[src/design/blr_pkg.sv]
// Package for the line rasterizer: widths, codes and request types.
`timescale 1ns / 1ps
package blr_pkg;

    localparam int COORD_BITS = 10;
    localparam int ERR_BITS   = COORD_BITS + 3;
    localparam int COLOR_BITS = 24;

    typedef logic [COORD_BITS-1:0]      t_coord;
    typedef logic [COLOR_BITS-1:0]      t_color;
    typedef logic signed [ERR_BITS-1:0] t_err;

    typedef enum logic {
        CMD_LOAD    = 1'b0,
        CMD_ADVANCE = 1'b1
    } t_cmd;

    typedef struct packed {
        t_cmd   cmd;
        t_coord start_x;
        t_coord start_y;
        t_coord end_x;
        t_coord end_y;
        t_color pixel_color;
    } t_line_req;

    typedef struct packed {
        t_coord pixel_x;
        t_coord pixel_y;
        t_color out_color;
        logic   last_pixel;
    } t_pixel;

    // Classified request as held in the queue.
    typedef struct packed {
        t_cmd   cmd;
        logic   steep;
        t_coord major_pos;
        t_coord minor_pos;
        t_coord major_end;
        logic   major_step_neg;
        logic   minor_step_neg;
        t_coord abs_major_delta;
        t_coord abs_minor_delta;
        t_color color;
    } t_job;

    typedef struct packed {
        logic valid;
        logic full;
    } t_q_status;

endpackage

[src/design/blr_if.sv]
// Valid/ready channel interfaces for line requests and pixels.
`timescale 1ns / 1ps
interface blr_in_if;
    logic                 valid;
    logic                 ready;
    blr_pkg::t_line_req   data;
    modport source (output valid, output data, input ready);
    modport sink   (input valid, input data, output ready);
endinterface

interface blr_out_if;
    logic             valid;
    logic             ready;
    blr_pkg::t_pixel  data;
    modport source (output valid, output data, input ready);
    modport sink   (input valid, input data, output ready);
endinterface

[src/design/blr_front.sv]
// Front end: accepts requests and classifies line octant and deltas.
`timescale 1ns / 1ps
module blr_front (
    blr_in_if.sink         i_req,
    input  logic           i_q_full,
    output logic           o_push,
    output blr_pkg::t_job  o_job
);
    import blr_pkg::*;

    logic   w_xneg;
    logic   w_yneg;
    logic   w_steep;
    t_coord w_adx;
    t_coord w_ady;

    always_comb begin
        w_xneg  = i_req.data.end_x < i_req.data.start_x;
        w_yneg  = i_req.data.end_y < i_req.data.start_y;
        w_adx   = w_xneg ? i_req.data.start_x - i_req.data.end_x
                         : i_req.data.end_x - i_req.data.start_x;
        w_ady   = w_yneg ? i_req.data.start_y - i_req.data.end_y
                         : i_req.data.end_y - i_req.data.start_y;
        w_steep = w_adx < w_ady;

        o_job.cmd   = i_req.data.cmd;
        o_job.steep = w_steep;
        o_job.color = i_req.data.pixel_color;
        if (w_steep) begin
            o_job.major_pos       = i_req.data.start_y;
            o_job.minor_pos       = i_req.data.start_x;
            o_job.major_end       = i_req.data.end_y;
            o_job.major_step_neg  = w_yneg;
            o_job.minor_step_neg  = w_xneg;
            o_job.abs_major_delta = w_ady;
            o_job.abs_minor_delta = w_adx;
        end else begin
            o_job.major_pos       = i_req.data.start_x;
            o_job.minor_pos       = i_req.data.start_y;
            o_job.major_end       = i_req.data.end_x;
            o_job.major_step_neg  = w_xneg;
            o_job.minor_step_neg  = w_yneg;
            o_job.abs_major_delta = w_adx;
            o_job.abs_minor_delta = w_ady;
        end
    end

    assign i_req.ready = !i_q_full;
    assign o_push      = i_req.valid && !i_q_full;

endmodule

[src/design/blr_queue.sv]
// Two-entry queue between the front end and the stepping engine.
`timescale 1ns / 1ps
module blr_queue (
    input  logic                 i_clk,
    input  logic                 i_rst_n,
    input  logic                 i_push,
    input  blr_pkg::t_job        i_job,
    input  logic                 i_pop,
    output blr_pkg::t_job        o_job,
    output blr_pkg::t_q_status   o_status
);
    import blr_pkg::*;

    t_job       r_mem [2];
    logic       r_wr_ptr;
    logic       r_rd_ptr;
    logic [1:0] r_count;

    always_ff @(posedge i_clk) begin
        if (!i_rst_n) begin
            r_wr_ptr <= 1'b0;
            r_rd_ptr <= 1'b0;
            r_count  <= 2'd0;
        end else begin
            if (i_push) begin
                r_wr_ptr <= !r_wr_ptr;
            end
            if (i_pop) begin
                r_rd_ptr <= !r_rd_ptr;
            end
            case ({i_push, i_pop})
                2'b10:   r_count <= r_count + 2'd1;
                2'b01:   r_count <= r_count - 2'd1;
                default: r_count <= r_count;
            endcase
        end
        if (i_push) begin
            r_mem[r_wr_ptr] <= i_job;
        end
    end

    assign o_job           = r_mem[r_rd_ptr];
    assign o_status.valid  = r_count != 2'd0;
    assign o_status.full   = r_count == 2'd2;

`ifndef SYNTHESIS
    a_no_overflow: assert property (@(posedge i_clk) disable iff (!i_rst_n)
        o_status.full |-> !i_push || i_pop)
        else $error("queue push while full");
    a_no_underflow: assert property (@(posedge i_clk) disable iff (!i_rst_n)
        i_pop |-> o_status.valid)
        else $error("queue pop while empty");
    a_count_track: assert property (@(posedge i_clk) disable iff (!i_rst_n)
        (r_count == 2'd0) |-> (r_wr_ptr == r_rd_ptr))
        else $error("queue pointers disagree with count");
`endif

endmodule

[src/design/blr_back.sv]
// Stepping engine: holds the active line; at most one pixel per request.
`timescale 1ns / 1ps
module blr_back (
    input  logic                 i_clk,
    input  logic                 i_rst_n,
    input  blr_pkg::t_job        i_job,
    input  blr_pkg::t_q_status   i_q_status,
    output logic                 o_pop,
    blr_out_if.source            o_pix
);
    import blr_pkg::*;

    logic   r_line_active;
    logic   r_steep;
    t_coord r_major_pos;
    t_coord r_minor_pos;
    t_coord r_major_end;
    logic   r_major_step_neg;
    logic   r_minor_step_neg;
    t_err   r_error_term;
    t_err   r_inc_keep;
    t_err   r_inc_step;
    t_color r_line_color;
    logic   r_out_valid;
    t_pixel r_out;

    logic   n_line_active;
    logic   n_steep;
    t_coord n_major_pos;
    t_coord n_minor_pos;
    t_coord n_major_end;
    logic   n_major_step_neg;
    logic   n_minor_step_neg;
    t_err   n_error_term;
    t_err   n_inc_keep;
    t_err   n_inc_step;
    t_color n_line_color;
    logic   n_emit;
    logic   n_last;
    t_err   w_minor2;
    t_err   w_major2;

    assign o_pop = i_q_status.valid && (!r_out_valid || o_pix.ready);

    always_comb begin
        n_line_active    = r_line_active;
        n_steep          = r_steep;
        n_major_pos      = r_major_pos;
        n_minor_pos      = r_minor_pos;
        n_major_end      = r_major_end;
        n_major_step_neg = r_major_step_neg;
        n_minor_step_neg = r_minor_step_neg;
        n_error_term     = r_error_term;
        n_inc_keep       = r_inc_keep;
        n_inc_step       = r_inc_step;
        n_line_color     = r_line_color;
        n_emit           = 1'b0;
        n_last           = 1'b0;
        w_minor2         = t_err'({i_job.abs_minor_delta, 1'b0});
        w_major2         = t_err'({i_job.abs_major_delta, 1'b0});

        if (o_pop) begin
            case (i_job.cmd)
                CMD_LOAD: begin
                    n_steep          = i_job.steep;
                    n_major_pos      = i_job.major_pos;
                    n_minor_pos      = i_job.minor_pos;
                    n_major_end      = i_job.major_end;
                    n_major_step_neg = i_job.major_step_neg;
                    n_minor_step_neg = i_job.minor_step_neg;
                    n_line_color     = i_job.color;
                    n_error_term     = w_minor2 - t_err'(i_job.abs_major_delta);
                    n_inc_keep       = w_minor2;
                    n_inc_step       = w_minor2 - w_major2;
                    n_last           = i_job.major_pos == i_job.major_end;
                    n_line_active    = !n_last;
                    n_emit           = 1'b1;
                end
                CMD_ADVANCE: begin
                    if (r_line_active) begin
                        if (r_error_term < 0) begin
                            n_error_term = r_error_term + r_inc_keep;
                        end else begin
                            n_error_term = r_error_term + r_inc_step;
                            n_minor_pos  = r_minor_step_neg ? r_minor_pos - t_coord'(1)
                                                            : r_minor_pos + t_coord'(1);
                        end
                        n_major_pos   = r_major_step_neg ? r_major_pos - t_coord'(1)
                                                         : r_major_pos + t_coord'(1);
                        n_last        = n_major_pos == r_major_end;
                        n_line_active = !n_last;
                        n_emit        = 1'b1;
                    end
                end
                default: begin
                    n_emit = 1'b0;
                end
            endcase
        end
    end

    always_ff @(posedge i_clk) begin
        if (!i_rst_n) begin
            r_line_active <= 1'b0;
            r_out_valid   <= 1'b0;
        end else begin
            r_line_active <= n_line_active;
            if (o_pop) begin
                r_out_valid <= n_emit;
            end else if (o_pix.ready) begin
                r_out_valid <= 1'b0;
            end
        end
        r_steep          <= n_steep;
        r_major_pos      <= n_major_pos;
        r_minor_pos      <= n_minor_pos;
        r_major_end      <= n_major_end;
        r_major_step_neg <= n_major_step_neg;
        r_minor_step_neg <= n_minor_step_neg;
        r_error_term     <= n_error_term;
        r_inc_keep       <= n_inc_keep;
        r_inc_step       <= n_inc_step;
        r_line_color     <= n_line_color;
        if (o_pop && n_emit) begin
            r_out.pixel_x    <= n_steep ? n_minor_pos : n_major_pos;
            r_out.pixel_y    <= n_steep ? n_major_pos : n_minor_pos;
            r_out.out_color  <= n_line_color;
            r_out.last_pixel <= n_last;
        end
    end

    assign o_pix.valid = r_out_valid;
    assign o_pix.data  = r_out;

`ifndef SYNTHESIS
    a_active_not_at_end: assert property (@(posedge i_clk) disable iff (!i_rst_n)
        r_line_active |-> (r_major_pos != r_major_end))
        else $error("active line already at its end");
    a_last_ends_line: assert property (@(posedge i_clk) disable iff (!i_rst_n)
        (o_pop && n_emit && n_last) |=> !r_line_active)
        else $error("line still active after last pixel");
    a_no_overwrite: assert property (@(posedge i_clk) disable iff (!i_rst_n)
        (r_out_valid && !o_pix.ready) |-> !o_pop)
        else $error("pending pixel overwritten");
`endif

endmodule

[src/design/bresenham_line_rasterizer.sv]
// Top level of the line rasterizer: front end, queue and stepping engine.
// An accepted request is written to the queue, then popped into the pixel register.
// One request per cycle unless the queue is full; one error update per popped request.
// A two-entry queue lets the front accept while a finished pixel waits on the output.
// Reset (synchronous, active low) empties the queue and output and idles the line.
`timescale 1ns / 1ps
module bresenham_line_rasterizer (
    input  logic       i_clk,
    input  logic       i_rst_n,
    blr_in_if.sink     i_req,
    blr_out_if.source  o_pix
);
    import blr_pkg::*;

    t_job      w_push_job;
    t_job      w_head_job;
    logic      w_push;
    logic      w_pop;
    t_q_status w_q_status;

    blr_front u_front (
        .i_req    (i_req),
        .i_q_full (w_q_status.full),
        .o_push   (w_push),
        .o_job    (w_push_job)
    );

    blr_queue u_queue (
        .i_clk    (i_clk),
        .i_rst_n  (i_rst_n),
        .i_push   (w_push),
        .i_job    (w_push_job),
        .i_pop    (w_pop),
        .o_job    (w_head_job),
        .o_status (w_q_status)
    );

    blr_back u_back (
        .i_clk      (i_clk),
        .i_rst_n    (i_rst_n),
        .i_job      (w_head_job),
        .i_q_status (w_q_status),
        .o_pop      (w_pop),
        .o_pix      (o_pix)
    );

endmodule
[src/flat_wrapper.sv]
// flat-port wrapper written by rule: the top's interface ports become plain ports
module bresenham_line_rasterizer_flat import blr_pkg::*;
  (i_clk, i_rst_n, i_req_valid, i_req_data, i_req_ready, o_pix_valid, o_pix_data, o_pix_ready);
  blr_in_if i_req_i ();
  blr_out_if o_pix_i ();
  input  logic i_clk;
  input  logic i_rst_n;
  input wire logic [$bits(i_req_i.valid)-1:0] i_req_valid;
  input wire logic [$bits(i_req_i.data)-1:0] i_req_data;
  output wire logic [$bits(i_req_i.ready)-1:0] i_req_ready;
  output wire logic [$bits(o_pix_i.valid)-1:0] o_pix_valid;
  output wire logic [$bits(o_pix_i.data)-1:0] o_pix_data;
  input wire logic [$bits(o_pix_i.ready)-1:0] o_pix_ready;
  assign i_req_i.valid = i_req_valid;
  assign i_req_i.data = i_req_data;
  assign i_req_ready = i_req_i.ready;
  assign o_pix_valid = o_pix_i.valid;
  assign o_pix_data = o_pix_i.data;
  assign o_pix_i.ready = o_pix_ready;
  bresenham_line_rasterizer u_core (.i_clk(i_clk), .i_rst_n(i_rst_n), .i_req(i_req_i), .o_pix(o_pix_i));
endmodule
[config.mk]
export PLATFORM = sky130hd
export DESIGN_NAME = bresenham_line_rasterizer_flat
export DESIGN_NICKNAME = d
export VERILOG_FILES = /design/src/design/blr_pkg.sv /design/src/design/blr_if.sv /design/src/design/blr_front.sv /design/src/design/blr_queue.sv /design/src/design/blr_back.sv /design/src/design/bresenham_line_rasterizer.sv /design/src/flat_wrapper.sv
export SDC_FILE = /design/constraint.sdc
export NUM_CORES = 1
export LEC_CHECK = 0
export ABC_AREA = 1
export BUFFER_PORTS_ARGS = -buffer_cell sky130_fd_sc_hd__buf_2
export CAP_MARGIN = 20
export CORE_ASPECT_RATIO = 1.2
export CORE_MARGIN = 8
export CORE_UTILIZATION = 52
export DETAILED_ROUTE_END_ITERATION = 8
export GPL_ROUTABILITY_DRIVEN = 0
export PLACE_DENSITY = 0.76
export SYNTH_ARGS = -nofsm -noshare
export SYNTH_HDL_FRONTEND = slang
export SYNTH_SLANG_ARGS = --single-unit
export TNS_END_PERCENT = 20
[constraint.sdc]
create_clock -name i_clk -period 7.05 [get_ports i_clk]
set_clock_uncertainty 0.05 [all_clocks]
set_input_delay 1.7625 -clock i_clk [delete_from_list [all_inputs] [get_ports i_clk]]
set_output_delay 1.7625 -clock i_clk [all_outputs]
set_load 0.1 [all_outputs]
==> key figures <==
GRT
  • Global-route wire length before repair: roughly 60,000 um
  • Number of antenna violations at the first check in global routing: 0
  • Maximum number of pins on one net before global-route repair: 70
  • Global-route congestion overflow total: 0
  • Overall fraction of global-route tracks in use: 0.200
  • Via count of the first global-routing pass: approximately 12,000

Floorplanning
  • Vertical die dimension: ~210 um
  • Overall die width: between 150 and 200 um
  • Placeable Area: ~30,000 um2
  • Initial cell density of the core: 0.527
  • Num ports: 116
  • Total Die Area: between 30,000 and 40,000 um2
  • Floorplan row count: 70

Timing
  • Setup repair after global routing missed its margin: no
  • Final setup slack of the worst path: about 1.6 ns
  • Worst hold-check slack: around 0.39 ns
  • Clock period minus worst slack: 5.50 ns
  • Count of final setup violators: 0
  • Maximum operating frequency: 182 MHz
  • Tightest slew margin relative to the limit: 0.399
  • Number of pins exceeding their max-slew limit in the final report: 0
  • Final Hold Fails: 0
  • Least-Margin Pin Slew: ~0.89 ns
  • Setup TNS: 0 ns
  • Portion of the clock cycle consumed by the worst path in the final layout: 0.780

Clock tree
  • Number of sinks handled by clock tree synthesis: 298
  • Clock-pin slew reported for the worst setup and hold paths after clock tree synthesis: 0.07 ns
  • Number of buffers created by CTS: 29
  • Max Root-Sink Buffers: 3
  • # H-tree levels: 1
  • Cts hold-fix bufs: 0
  • Post-CTS setup buffers: 0
  • Clock insertion delay at the later pin of the skew report: 0.56 ns
  • Number of gates resized after cts: 0
  • Clock tree from TritonCTS: done
  • Cell at the root of the clock tree: sky130_fd_sc_hd__clkbuf_16

Synth
  • Post-synth cell types: between 50 and 60
  • Number of register bits inferred by synthesis: about 300
  • Main flop type after synthesis: sky130_fd_sc_hd__edfxtp_1
  • Post-Synthesis Cell Area: about 16,000 um2
  • Async set-or-reset flop fraction in the synthesized netlist: 0
  • Number of warning messages in the yosys log: 0
  • Gate count after technology mapping: between 1,500 and 2,000
  • Number of enable-type register cells in the synthesized netlist: 246
  • Average cell area after synthesis: around 9.4 um2
  • Net count after synthesis: about 1,900
  • Share of synthesized area occupied by flip-flops and latches: 0.526

Route
  • Total number of vias: 12,400
  • Count of routing violations after the opening detailed-route iteration: between 1,000 and 1,500
  • Post-route DRC violation count: 0
  • Length of the first detailed-routing pass in iterations: 6
  • Wire length reported by the detailed router: around 37,000 um
  • Via/cell ratio: approximately 5.6
  • Post-DR wirelength/cell: 16.7 um
  • Residual antenna-violating net count after detailed routing: 0

Layout
  • Fillcell total: about 2,500
  • Number of diodes: 0
  • Fraction of final layout cells with drive strength greater than 1: 0.123
  • Net count of the finished layout: just under 2,000
  • Layout area overhead: 11.6%

Critical path
  • CP Data Arrival Time: 5.74 ns
  • Worst R2R Setup Slack: 3.08 ns
  • Maximum net fanout on the critical path: 55
  • Critical path launch point type: input pin
  • Crit end category: flop
  • Category of the most critical setup path: input pin to flop
  • Required time of the worst setup path: approximately 7.3 ns
  • Cells on worst reg2reg path: 14

Place
  • Worst-case setup slack after placement: about 1.1 ns
  • Placed wire-length estimate: ~28,000 um
  • Count of input and output buffers: ~120

Worst hold path
  • Class of the tightest hold or removal check: flop to flop
  • Hold depth: 1

Flow run
  • Max-cap violations: 0

Status
  • Run status: complete, no violations
==> cell usage after synthesis, drive strengths merged (11+ instances only) <==
cell	n	share of area
o21ai	140	0.045
buf	39	0.015
nor3	13	0.0044
mux2i	11	0.0069
nor2	114	0.027
xnor2	19	0.011
clkbuf	16	0.0038
nand2	496	0.12
a31oi	31	0.013
dfxtp	52	0.065
inv	166	0.039
o211ai	11	0.0064
nand3	69	0.023
ha	94	0.073
edfxtp	246	0.46
nand4	15	0.0059
xor2	29	0.017
a21oi	91	0.029
==> cells in the final DEF, fill, tap and decap left out, types with 29 or more instances in the layout <==
cell type and instances:
sky130_fd_sc_hd__a21oi_1 89, sky130_fd_sc_hd__buf_2 115, sky130_fd_sc_hd__clkbuf_16 29, sky130_fd_sc_hd__ha_1 94, sky130_fd_sc_hd__edfxtp_1 246, sky130_fd_sc_hd__inv_1 149
sky130_fd_sc_hd__nand2_1 490, sky130_fd_sc_hd__dfxtp_1 51, sky130_fd_sc_hd__nand3_1 66, sky130_fd_sc_hd__o21ai_1 47, sky130_fd_sc_hd__o21ai_0 89, sky130_fd_sc_hd__nor2_1 110
sky130_fd_sc_hd__a31oi_1 30
==> final cells by class <==
type / instances / area, um2 / share of cell area
Sequential cell: 298 / 8430 / 0.472
Multi-Input combinational cell: 1192 / 6680 / 0.374
Clock buffer: 39 / 823 / 0.0461
Timing Repair Buffer: 122 / 628 / 0.0352
Inverter: 166 / 628 / 0.0352
Tap cell: 396 / 495 / 0.0277
Clock inverter: 15 / 174 / 0.00974
==> worst paths after layout <==
kind                            from                            end
min          u_core.u_queue.r_rd_ptr                           flop
max reg2reg                     flop  u_core.u_back.r_error_term[8]
max                   i_req_data[31]    u_core.u_queue.r_mem[0][59]
min reg2reg  u_core.u_queue.r_rd_ptr                           flop
==> registers in the layout (all words and copies together) (netlist names), named ones only <==
signal	flops
u_core.u_back.r_major_step_neg	1
u_core.u_queue.r_rd_ptr	1
u_core.u_back.r_line_active	1
u_core.u_queue.r_wr_ptr	1
u_core.u_back.r_line_color	24
u_core.u_back.o_pix.valid	1
u_core.u_back.r_inc_step	11
u_core.u_back.r_steep	1
u_core.u_back.r_inc_keep	10
u_core.u_queue.r_count	2
u_core.u_queue.r_mem	156
u_core.u_back.r_minor_pos	10
u_core.u_back.r_error_term	12
u_core.u_back.r_major_pos	10
u_core.u_back.r_minor_step_neg	1
u_core.u_back.r_major_end	10
u_core.u_back.o_pix.data	45
==> cells by family (layout without fill, tap and decap cells) <==
kind of cell	after synthesis	in the layout	share of synthesized area
and+or+nand+nor	720	720	0.184
AOI/OAI and AO/OA	310	310	0.112
DFF	298	298	0.526
buffers and inverters	221	342	0.0577
adders and majority gates	103	103	0.0847
xor gates and xnor gates	48	48	0.0281
muxes	11	11	0.00688
==> routing by layer <==
metal | share of wire | GRT usage | wire (um)
met1 | 0.41 | 0.248 | 15200
met2 | 0.50 | 0.348 | 18500
met3 | 0.064 | 0.0255 | 2390
met4 | 0.031 | 0.0787 | 1170
met5 | 0 | 0 | 0
==> stage by stage <==
stage	instances	instance area [um2]	util
final	2228	17900	0.588
after global routing	2228	17900	0.588
after CTS	2228	17900	0.588
after detailed placement	2174	16900	0.555
after global placement	2174	16900	0.555
after floorplan	1711	16000	-
==> critical path: stages <==
cell and delay [ns]:
sky130_fd_sc_hd__buf_2 0.10, sky130_fd_sc_hd__inv_1 0.05, sky130_fd_sc_hd__ha_1 0.43, sky130_fd_sc_hd__nand2_1 0.15
sky130_fd_sc_hd__nor3_1 0.25, sky130_fd_sc_hd__o21ai_1 0.15, sky130_fd_sc_hd__nand3_2 0.23, sky130_fd_sc_hd__inv_1 0.16
sky130_fd_sc_hd__nand2_1 0.08, sky130_fd_sc_hd__nand2_1 0.06, sky130_fd_sc_hd__xnor2_1 0.32, sky130_fd_sc_hd__ha_1 0.32
sky130_fd_sc_hd__a21oi_1 0.15, sky130_fd_sc_hd__o21ai_0 0.08, sky130_fd_sc_hd__nand2_1 0.08, sky130_fd_sc_hd__nand3_2 0.39
sky130_fd_sc_hd__buf_4 0.47, sky130_fd_sc_hd__o21ai_0 0.50
Power is left out: the tool's default activity adds up to more than one toggle a clock period on the data nets, which glitch-free logic cannot reach.
